### src/rtl/apsp_pkg.sv
// ----------------------------------------------------------------------------
// apsp_pkg: shared constants and functions for the all-pairs shortest path core
// Data widths, sizes and the saturating add used by the relaxation cells.
// ----------------------------------------------------------------------------
package apsp_pkg;
  localparam int MaxNodesDefault = 8;
  localparam int DistW = 16;
  localparam int CfgW  = 4;
  localparam int IdxW  = 3;
  localparam logic [DistW-1:0] NoPath = 16'hFFFF;

  function automatic logic [DistW-1:0] sat_add(input logic [DistW-1:0] a,
                                               input logic [DistW-1:0] b);
    logic [DistW:0] s;
    s = {1'b0, a} + {1'b0, b};
    return s[DistW] ? NoPath : s[DistW-1:0];
  endfunction
endpackage

### src/rtl/apsp_cell.sv
// ----------------------------------------------------------------------------
// apsp_cell: one relaxation cell of the chain
// Holds a row of the matrix that shifts through the chain, relaxes entries
// against the pivot row, and passes its row to the neighbor each step.
// ----------------------------------------------------------------------------
module apsp_cell #(
  parameter int MaxNodes = apsp_pkg::MaxNodesDefault
) (
  input  logic                         clk,
  input  logic                         shift,
  input  logic                         relax,
  input  logic [$clog2(MaxNodes)-1:0]  kidx,
  input  logic [apsp_pkg::DistW-1:0]   pivot [MaxNodes],
  input  logic [apsp_pkg::DistW-1:0]   row_in [MaxNodes],
  output logic [apsp_pkg::DistW-1:0]   row_out [MaxNodes]
);
  logic [apsp_pkg::DistW-1:0] row [MaxNodes];
  logic [apsp_pkg::DistW-1:0] dik;
  assign dik = row[kidx];
  assign row_out = row;

  always_ff @(posedge clk) begin
    for (int j = 0; j < MaxNodes; j++) begin
      if (shift) begin
        row[j] <= row_in[j];
      end else if (relax) begin
        if (row[j] > apsp_pkg::sat_add(dik, pivot[j])) begin
          row[j] <= apsp_pkg::sat_add(dik, pivot[j]);
        end
      end
    end
  end
endmodule

### config.mk
export PLATFORM = sky130hd
export DESIGN_NAME = apsp_cell
export DESIGN_NICKNAME = d
export VERILOG_FILES = /design/src/rtl/apsp_pkg.sv /design/src/rtl/apsp_cell.sv
export SDC_FILE = /design/constraint.sdc
export NUM_CORES = 1
export LEC_CHECK = 0
export BUFFER_PORTS_ARGS = -buffer_cell sky130_fd_sc_hd__clkbuf_2
export CAP_MARGIN = 5
export CORE_MARGIN = 10
export CORE_UTILIZATION = 29
export CTS_CLUSTER_SIZE = 20
export DETAILED_ROUTE_END_ITERATION = 7
export PLACE_DENSITY_LB_ADDON = 0.2
export SLEW_MARGIN = 15
export SYNTH_ARGS = -nofsm -noshare
export SYNTH_HDL_FRONTEND = slang
export SYNTH_SLANG_ARGS = --single-unit
### constraint.sdc
create_clock -name clk -period 7.1 [get_ports clk]
set_input_delay 1.42 -clock clk [delete_from_list [all_inputs] [get_ports clk]]
set_output_delay 1.42 -clock clk [all_outputs]
set_load 0.01 [all_outputs]
==> results of run 1 <==
## worst max path at each step
stage / endpoint / cells after the start / start
finish: row_out[109] / 20 / kidx[0]
floorplan: row_out[100] / 23 / kidx[0]
detailed placement: row_out[59] / 22 / kidx[0]
global placement: row_out[30] / 22 / kidx[0]
CTS: row_out[85] / 22 / kidx[0]
global route: row_out[83] / 22 / kidx[0]
## area by class of cell
class	count	area (sq um)
Multi-Input combinational cell	1451	11100
Inverter	137	514
Tap cell	696	871
Antenna cell	2	5.00
Sequential cell	128	3840
Clock buffer	18	429
Timing Repair Buffer	441	2410
Clock inverter	11	124
Fill cell	5577	34400
## per-stage QoR
stage / total power [mW] / setup slack, ns / cells / util
3_3_place_gp: 10.8 / 0.280 / 2853 / 0.350
2_1_floorplan: 7.82 / 0.0574 / 1779 / -
3_5_place_dp: 10.9 / 0.251 / 2853 / 0.350
4_1_cts: 11.9 / 0.781 / 2882 / 0.360
6_report: 11.9 / 0.771 / 2884 / 0.360
5_1_grt: 13.0 / 0.339 / 2882 / 0.360
## critical path, delay by kind of cell
kind	cells	cell delay, ns
AO/OA/AOI/OAI	9	2.41
adder cells (fa/ha/maj)	2	0.53
buffers and inverters	3	0.67
multiplexers	2	0.98
AND/OR/NAND/NOR	4	0.37
## kinds of logic after synthesis
| logic type | share of synthesized area |
|---|---|
| compound gates | 0.222 |
| fa+ha+maj | 0.214 |
| simple gates | 0.146 |
| xor+xnor | 0.0541 |
| mux | 0.0701 |
| flops | 0.245 |
| buf+inv | 0.0486 |
## synthesized netlist by cell type, types with 4 or more instances
master | number | area, sq um
xor2_1 | 37 | 324
or2_2 | 16 | 100
a211oi_1 | 16 | 120
mux2_2 | 24 | 270
nor2b_1 | 17 | 106
buf_1 | 13 | 48.8
o2111ai_1 | 7 | 61.3
o31a_1 | 19 | 166
nand3_1 | 21 | 105
nand2_1 | 48 | 180
mux2i_1 | 11 | 110
a31oi_1 | 15 | 93.8
o21bai_1 | 23 | 173
buf_2 | 4 | 20.0
a211o_1 | 4 | 35.0
o41ai_1 | 9 | 78.8
a311o_1 | 4 | 40.0
and3_1 | 11 | 68.8
mux4_2 | 32 | 721
ha_1 | 256 | 3200
or3_1 | 11 | 68.8
nor3_1 | 96 | 480
a21oi_1 | 224 | 1120
nor2_1 | 157 | 589
nor4_1 | 4 | 25.0
edfxtp_1 | 128 | 3840
a2bb2oi_1 | 6 | 52.6
nand2b_1 | 32 | 200
a21o_1 | 84 | 631
and2_1 | 7 | 43.8
o211ai_1 | 9 | 67.6
clkbuf_1 | 45 | 169
o21a_1 | 11 | 82.6
xnor2_1 | 60 | 526
o31ai_1 | 6 | 45.0
o21ai_0 | 85 | 425
nand4_1 | 34 | 213
inv_1 | 137 | 514
fa_1 | 8 | 160
## per-layer routing
layer | up-vias | GRT usage | wire, microns
met1 | 7539 | 0.277 | 30900
li1 | 7485 | - | -
met4 | 12 | 0.0864 | 2450
met2 | 529 | 0.351 | 32300
met3 | 91 | 0.0583 | 5500
met5 | - | 0 | 83
## power by group
group | total (mW) | switching (mW) | internal, mW
registers | 2.11 | 0.668 | 1.44
logic | 8.85 | 5.19 | 3.66
clock network | 0.888 | 0.354 | 0.534
==> out/results.ini, run 1 <==
[outcome]
outcome = finished, final reports clean

[global_route]
grt_use_total = 0.219
grt_remaining_overflow = 0
grt_antenna_before_repair = 11
grt_max_degree = 132
grt_pass1_vias = 16100
grt_pass1_wl_microns = 103000

[worst_setup_path]
r2r-start = row_out[32]
cpMaxStageDelayCell = o21bai_2
start_kind = input pin
rrSetupSlack_ns = 1.47
critPathKind = input pin to flip-flop
crit_path_end_kind = flip-flop
arrival_ns = 6.44
worstPathRequired_ns = 7.21
path_cells = clkbuf_2 > buf_12 > mux4_2 > mux2_2 > ha_1 > a21oi_1 > nor2b_1 > a311o_1 > a311o_1 > a311o_1 > buf_4 > nor2_1 > ha_1 > nor2b_1 > o21ai_0 > nand2b_1 > a21oi_1 > o21ai_0 > a21oi_1 > o21bai_2
regToRegEndpoint = row_out[109]
max_stage_delay_ns = 0.67
path_max_fanout = 17
reg2reg_depth = 20

[worst_hold_path]
holdPathStages = 6
worstHoldEndpoint = row_out[35]
holdCritStartpoint = row_out[47]
hold_class = flip-flop to flip-flop

[timing]
drv_slew = 0
slew_headroom = 0.426
setup_violations = 0
tns_ns = 0
hold_viol = 0
clock_skew_ns = 0.0118
tightest_slew_ns = 0.860
whs_ns = 1.20
fmax_mhz = 158
fin_crit_ns = 6.33
rsz0062_at_grt = false
period_share = 0.891

[synth]
async_flop_share = 0
yosysSeqAreaShare = 0.245
synth_edf_count = 128
avgSynthCellArea_sq_um = 8.83
synth.ff_latch_count = 128
synth_cells = 1779
syn_nets = 2305
dominantRegCellSynth = edfxtp_1
ys_warn_count = 0
yosysUniqueCellTypes = 68
syn_area_sq_um = 15700

[floorplanning]
placementRows = 85
dieArea_sq_um = 63900
core_sq_um = 53700
start_util = 0.292
io_pins = 390
die_y_microns = 253
die_w_microns = 253

[clock_network]
root_buffer = clkbuf_16
cts_buffers = 17
clock_path_buffers = 2
cts.sinks = 128
clk_pin_slew_ns = 0.06
cts_setup_buffers = 0
cts_tree = done
cts-htree-levels = 4
clk_latency_ns = 0.49
ctsHoldBuffers = 0
ctsResizeCount = 0

[finish]
largest_reg_flops = 128
layout-drive-gt1-share = 0.254
most-common-layout-cells = 388 x clkbuf_2, 256 x ha_1, 224 x a21oi_1
final_common_cell = clkbuf_2
nets = 2702
synthToLayoutAreaGrowth_pct = 23.1
design_area_sq_um = 19300

[routing]
firstDrtPassIters = 5
wl_per_cell_microns = 24.7
first_iter_violations = 1234
num_vias = 15700
wl_microns = 71200
antenna_left = 0
via_per_inst = 5.43
drc = 0

[power]
powerDensity_nw_per_um2 = 613
power.leakage_nw = 9.08
vdd_ir_drop_max_v = 0.000245

[flow_run]
max_cap_violations = 0

[placement]
gp_congestion = 0.914
place_area_sq_um = 18800
hpwl_microns = 60500
port_buffers = 389

(Power assumes the default switching activity.)
==> run 2, diff against run 1 <==
--- a/config.mk
+++ b/config.mk
@@ -12,6 +12,7 @@
 export CTS_CLUSTER_SIZE = 20
 export DETAILED_ROUTE_END_ITERATION = 7
 export PLACE_DENSITY_LB_ADDON = 0.2
+export REMOVE_ABC_BUFFERS = 1
 export SLEW_MARGIN = 15
 export SYNTH_ARGS = -nofsm -noshare
 export SYNTH_HDL_FRONTEND = slang
==> run 2 against run 1 <==
Effect of this change:
- global-route usage down 0.34 points
- critical path depth up 2
- critical endpoint is now row_out[88]
- critical path type unchanged
- via count down 0.70%
- sequential power about the same
- final cell count down 0.49%
- total power down 1.4%
- fmax up 1.5%
- non-clock buffer count down 14
==> out/results.ini, run 2 (synthesis results as in run 1) <==
[outcome]
outcome = finished, final reports clean

[timing]
period_share = 0.878  ; -0.0130
clock_skew_ns = 0.0120  ; +0.000133 ns
whs_ns = 1.12  ; -0.0831 ns
hold_viol = 0  ; unchanged
slew_headroom = 0.423  ; -0.00380
tns_ns = 0  ; unchanged
fmax_mhz = 160  ; +1.5%
drv_slew = 0  ; unchanged
setup_violations = 0  ; unchanged
tightest_slew_ns = 0.861  ; +0.00118 ns
rsz0062_at_grt = false
fin_crit_ns = 6.24  ; -0.0924 ns

[clock_network]
ctsResizeCount = 0  ; unchanged
cts-htree-levels = 4  ; unchanged
cts.sinks = 128  ; unchanged
cts_buffers = 17  ; unchanged
cts_setup_buffers = 0  ; unchanged
cts_tree = done
clk_latency_ns = 0.50  ; about the same
clk_pin_slew_ns = 0.06  ; about the same
root_buffer = clkbuf_16
clock_path_buffers = 2  ; unchanged
ctsHoldBuffers = 0  ; unchanged

[global_route]
grt_pass1_vias = 16000  ; -0.75%
grt_max_degree = 118  ; -11%
grt_antenna_before_repair = 5  ; -6
grt_use_total = 0.216  ; -0.00340
grt_remaining_overflow = 0  ; unchanged
grt_pass1_wl_microns = 102000  ; -1.6%

[power]
total_power_mw = 11.7  ; -1.4%
power.leakage_nw = 8.98  ; -1.2%
powerDensity_nw_per_um2 = 611  ; -0.37%
vdd_ir_drop_max_v = 0.000193  ; -21%

[floorplanning]
die_w_microns = 253  ; unchanged
core_sq_um = 53700  ; unchanged
placementRows = 85  ; unchanged
io_pins = 390  ; unchanged
start_util = 0.292  ; unchanged
dieArea_sq_um = 63900  ; unchanged
die_y_microns = 253  ; unchanged

[finish]
nets = 2688  ; -0.52%
most-common-layout-cells = 388 x clkbuf_2, 256 x ha_1, 224 x a21oi_1
final_common_cell = clkbuf_2
layout-drive-gt1-share = 0.246  ; -0.00815
synthToLayoutAreaGrowth_pct = 21.8
design_area_sq_um = 19100  ; -1.0%
largest_reg_flops = 128  ; unchanged

[worst_setup_path]
worstPathRequired_ns = 7.30  ; +0.09 ns
arrival_ns = 6.43  ; about the same
critPathKind = input pin to flip-flop
start_kind = input pin
path_max_fanout = 30  ; +13
crit_path_end_kind = flip-flop

[routing]
antenna_left = 0  ; unchanged
first_iter_violations = 1176  ; -4.7%
drc = 0  ; unchanged
num_vias = 15500  ; -0.70%
wl_microns = 69800  ; -1.9%
wl_per_cell_microns = 24.3  ; -1.4%
firstDrtPassIters = 5  ; unchanged
via_per_inst = 5.42  ; -0.21%

[placement]
port_buffers = 389  ; unchanged
hpwl_microns = 58300  ; -3.6%
place_area_sq_um = 18600  ; -0.95%
gp_congestion = 0.886  ; -3.1%

[flow_run]
max_cap_violations = 0  ; unchanged

[worst_hold_path]
hold_class = flip-flop to flip-flop

run 2: power by group:
part / internal (mW) / leakage (nW) / switching [mW] / total, mW
combinational: 3.58 / 7.50 / 5.12 / 8.70
sequential: 1.44 / 1.21 / 0.684 / 2.13
clock: 0.498 / 0.262 / 0.361 / 0.859
run 2: worst paths after layout:
kind	start	to	slack (ns)	cells after the start
min reg2reg	row_out[7]	row_out[10]	1.12	5
min	row_out[7]	row_out[10]	1.12	5
max	kidx[0]	row_out[88]	0.86	22
max reg2reg	row_out[49]	row_out[76]	1.69	20
run 2: area by class of cell:
type	count	area, sq um
Fill cell	5547	34600
Multi-Input combinational cell	1451	11100
Sequential cell	128	3840
Timing Repair Buffer	427	2250
Tap cell	696	871
Inverter	137	514
Clock buffer	18	429
Clock inverter	12	101
Antenna cell	1	2.50
run 2: through the flow:
step	utilization	setup WS, ns	instances
after floorplan	-	-0.194	1716
after global placement	0.346	0.406	2839
after detailed placement	0.346	0.360	2839
after CTS	0.356	0.899	2869
after global routing	0.356	0.504	2869
final	0.356	0.864	2870
run 2: critical path: stages:
cell	delay, ns
clkbuf_2	0.15
buf_12	0.25
mux4_2	0.61
o21ai_1	0.21
buf_4	0.21
ha_1	0.23
fa_1	0.23
a21oi_1	0.11
o21ai_0	0.36
nand3_1	0.17
a21oi_1	0.38
o2bb2ai_2	0.46
nor2_1	0.11
ha_1	0.34
nor2b_1	0.13
o21ai_0	0.08
nand2b_1	0.08
a21oi_1	0.08
o21ai_0	0.26
a21oi_1	0.11
o21bai_1	0.20
buf_4	0.21
run 2: per-layer routing:
layer	share of wire	GRT usage	wire length, microns	vias to the layer above
met2	0.47	0.355	32600	466
met3	0.059	0.0496	4120	82
met1	0.45	0.274	31100	7530
met4	0.028	0.0730	1940	8
met5	0.00089	0	62	-
li1	-	-	-	7461
==> run 3, diff against run 2 <==
--- a/config.mk
+++ b/config.mk
@@ -7,7 +7,7 @@
 export LEC_CHECK = 0
 export BUFFER_PORTS_ARGS = -buffer_cell sky130_fd_sc_hd__clkbuf_2
 export CAP_MARGIN = 5
-export CORE_MARGIN = 10
+export CORE_MARGIN = 2
 export CORE_UTILIZATION = 29
 export CTS_CLUSTER_SIZE = 20
 export DETAILED_ROUTE_END_ITERATION = 7
==> constraint.sdc (replaced) <==
create_clock -name clk -period 5.5 [get_ports clk]
set_input_delay 1.1 -clock clk [delete_from_list [all_inputs] [get_ports clk]]
set_output_delay 1.1 -clock clk [all_outputs]
set_load 0.01 [all_outputs]
==> run 3 against run 2 <==
Effect of this change:
- sequential share of layout area is 3.3 points lower
- cell area rose by 20%
- total power up 59%
- non-clock buffer count increased by 435
- clock-buffer cell count rose by 1
- sequential power is 31% higher
- clock power is 35% higher
- core utilization rose by 7.0 points
- worst setup slack lost 0.77 ns
- critical path depth stayed put
==> out/results.ini, run 3 (synthesis results as in run 1) <==
[worst_setup_path]
crit_path_end_kind = flip-flop
cpMaxStageDelayCell = mux4_2
critPathKind = input pin to flip-flop
arrival_ns = 5.66  ; -0.77 ns
path_cells = clkbuf_4 > clkbuf_16 > buf_4 > mux4_2 > mux2_4 > ha_4 > a21o_1 > a21oi_1 > a21boi_1 > a311o_1 > a311o_2 > buf_4 > nor2_1 > ha_1 > nor2b_1 > o21ai_0 > nand2b_1 > a21oi_1 > o21ai_1 > a21oi_1 > o21bai_1 > buf_12
crit_top_cell = a21oi_1
worstPathRequired_ns = 5.75  ; -1.55 ns
max_stage_delay_ns = 0.54  ; -0.07 ns
path_max_fanout = 16  ; -47%
start_kind = input pin

[finish]
diodes = 0  ; -1
synthToLayoutAreaGrowth_pct = 45.7
largest_reg_flops = 128  ; unchanged
final_common_cell = buf_4
layout-drive-gt1-share = 0.387  ; +0.141
nFillCells = 5359  ; -3.4%
most-common-layout-cells = 454 x buf_4, 387 x clkbuf_2, 253 x ha_1
nets = 3123  ; +16%

[routing]
via_per_inst = 5.23  ; -3.4%
first_iter_violations = 1166  ; -0.85%
antenna_left = 0  ; unchanged
firstDrtPassIters = 5  ; unchanged
wl_microns = 71600  ; +2.6%
wl_per_cell_microns = 21.7  ; -11%
drc = 0  ; unchanged
num_vias = 17300  ; +11%

[floorplanning]
dieArea_sq_um = 56000  ; -12%
core_sq_um = 53700  ; unchanged
die_y_microns = 237  ; -6.3%
start_util = 0.292  ; unchanged
placementRows = 85  ; unchanged
die_w_microns = 237  ; -6.3%
io_pins = 390  ; unchanged

[clock_network]
clk_pin_slew_ns = 0.06  ; about the same
ctsHoldBuffers = 0  ; unchanged
cts.sinks = 128  ; unchanged
cts_buffers = 17  ; unchanged
cts-htree-levels = 4  ; unchanged
root_buffer = clkbuf_16
cts_tree = done
clk_latency_ns = 0.50  ; about the same
clock_path_buffers = 2  ; unchanged

[global_route]
grt_pass1_wl_microns = 103000  ; +1.6%
grt_remaining_overflow = 0  ; unchanged
grt_antenna_before_repair = 5  ; unchanged
grt_max_degree = 90  ; -24%
grt_pass1_vias = 17300  ; +8.2%
grt_use_total = 0.251  ; +0.0349

[outcome]
outcome = finished, final reports clean

[power]
power.leakage_nw = 11.3  ; +25%
powerDensity_nw_per_um2 = 814  ; +33%
vdd_ir_drop_max_v = 0.000299  ; +55%

[placement]
gp_congestion = 0.941  ; +6.1%
hpwl_microns = 60600  ; +3.9%
port_buffers = 389  ; unchanged

[flow_run]
max_cap_violations = 0  ; unchanged

[timing]
hold_viol = 0  ; unchanged
fmax_mhz = 185
clock_skew_ns = 0.0144  ; +0.00242 ns
tightest_slew_ns = 0.813  ; -0.0480 ns
slew_headroom = 0.451  ; +0.0285
drv_slew = 0  ; unchanged
setup_violations = 0  ; unchanged
period_share = 0.983
tns_ns = 0  ; unchanged
fin_crit_ns = 5.41
whs_ns = 0.908  ; -0.212 ns

[worst_hold_path]
hold_class = input pin to flip-flop

==> run 3: cell count changes in the layout (fill, tap and decap cells not counted), moves of 4 or more <==
cell | before | now
o21ai_0 | 81 | 68
o21bai_2 | 0 | 4
buf_12 | 1 | 11
a21oi_1 | 224 | 213
a21oi_2 | 0 | 10
o21bai_1 | 23 | 19
buf_6 | 0 | 6
o21ai_1 | 1 | 12
mux2_4 | 0 | 12
buf_4 | 37 | 454
mux2_2 | 24 | 12
==> run 3: worst paths after layout <==
kind,startpoint,to,slack (ns),depth (start not counted)
max,kidx[0],row_out[99],0.09,22
min,row_in[32],row_out[32],0.91,2
max reg2reg,row_out[16],row_out[99],0.45,21
min reg2reg,row_out[15],row_out[13],1.24,6
==> run 3: layer usage <==
metal | wire length (microns) | part of all wire | track usage | vias to the layer above
met1 | 31900 | 0.44 | 0.319 | 8364
li1 | - | - | - | 8328
met4 | 2540 | 0.035 | 0.0888 | 6
met2 | 33700 | 0.47 | 0.424 | 474
met3 | 3470 | 0.048 | 0.0467 | 109
met5 | 43 | 0.00060 | 0 | -
==> run 3: final cells by class <==
type	count	area (sq um)	area share
Multi-Input combinational cell	1451	11400	0.499
Timing Repair Buffer	862	5690	0.249
Sequential cell	128	3840	0.168
Tap cell	696	871	0.0381
Inverter	137	514	0.0225
Clock buffer	19	433	0.0189
Clock inverter	10	121	0.00530
==> run 3: report_power, final <==
group	internal, mW	switching (mW)
clock network	0.691	0.467
registers	1.86	0.924
logic	7.26	7.40
==> run 3: worst max-delay path: cells and delay by family <==
family | cells | cell delay (ns)
simple gates | 3 | 0.30
buf+inv | 5 | 0.85
compound gates | 10 | 1.97
fa+ha+maj | 2 | 0.49
mux | 2 | 0.92
==> run 3: what timing repair did <==
item,CTS,global route
gates resized for setup,8,77
cloned,1,3
buffers inserted,1,9
endpoints found under the setup margin,48,128
pin swaps,1,12
==> run 3: metrics by stage <==
step	setup WS, ns	cell area, sq um	std cells	utilization	total power [mW]
finish	0.0927	22900	3303	0.426	18.6
detailed placement	-0.592	21900	3260	0.407	16.9
global placement	-0.582	21900	3260	0.407	16.7
CTS	0.0127	22500	3291	0.418	18.2
floorplan	-1.47	15500	1716	-	9.97
global route	-0.0637	22900	3303	0.426	20.2
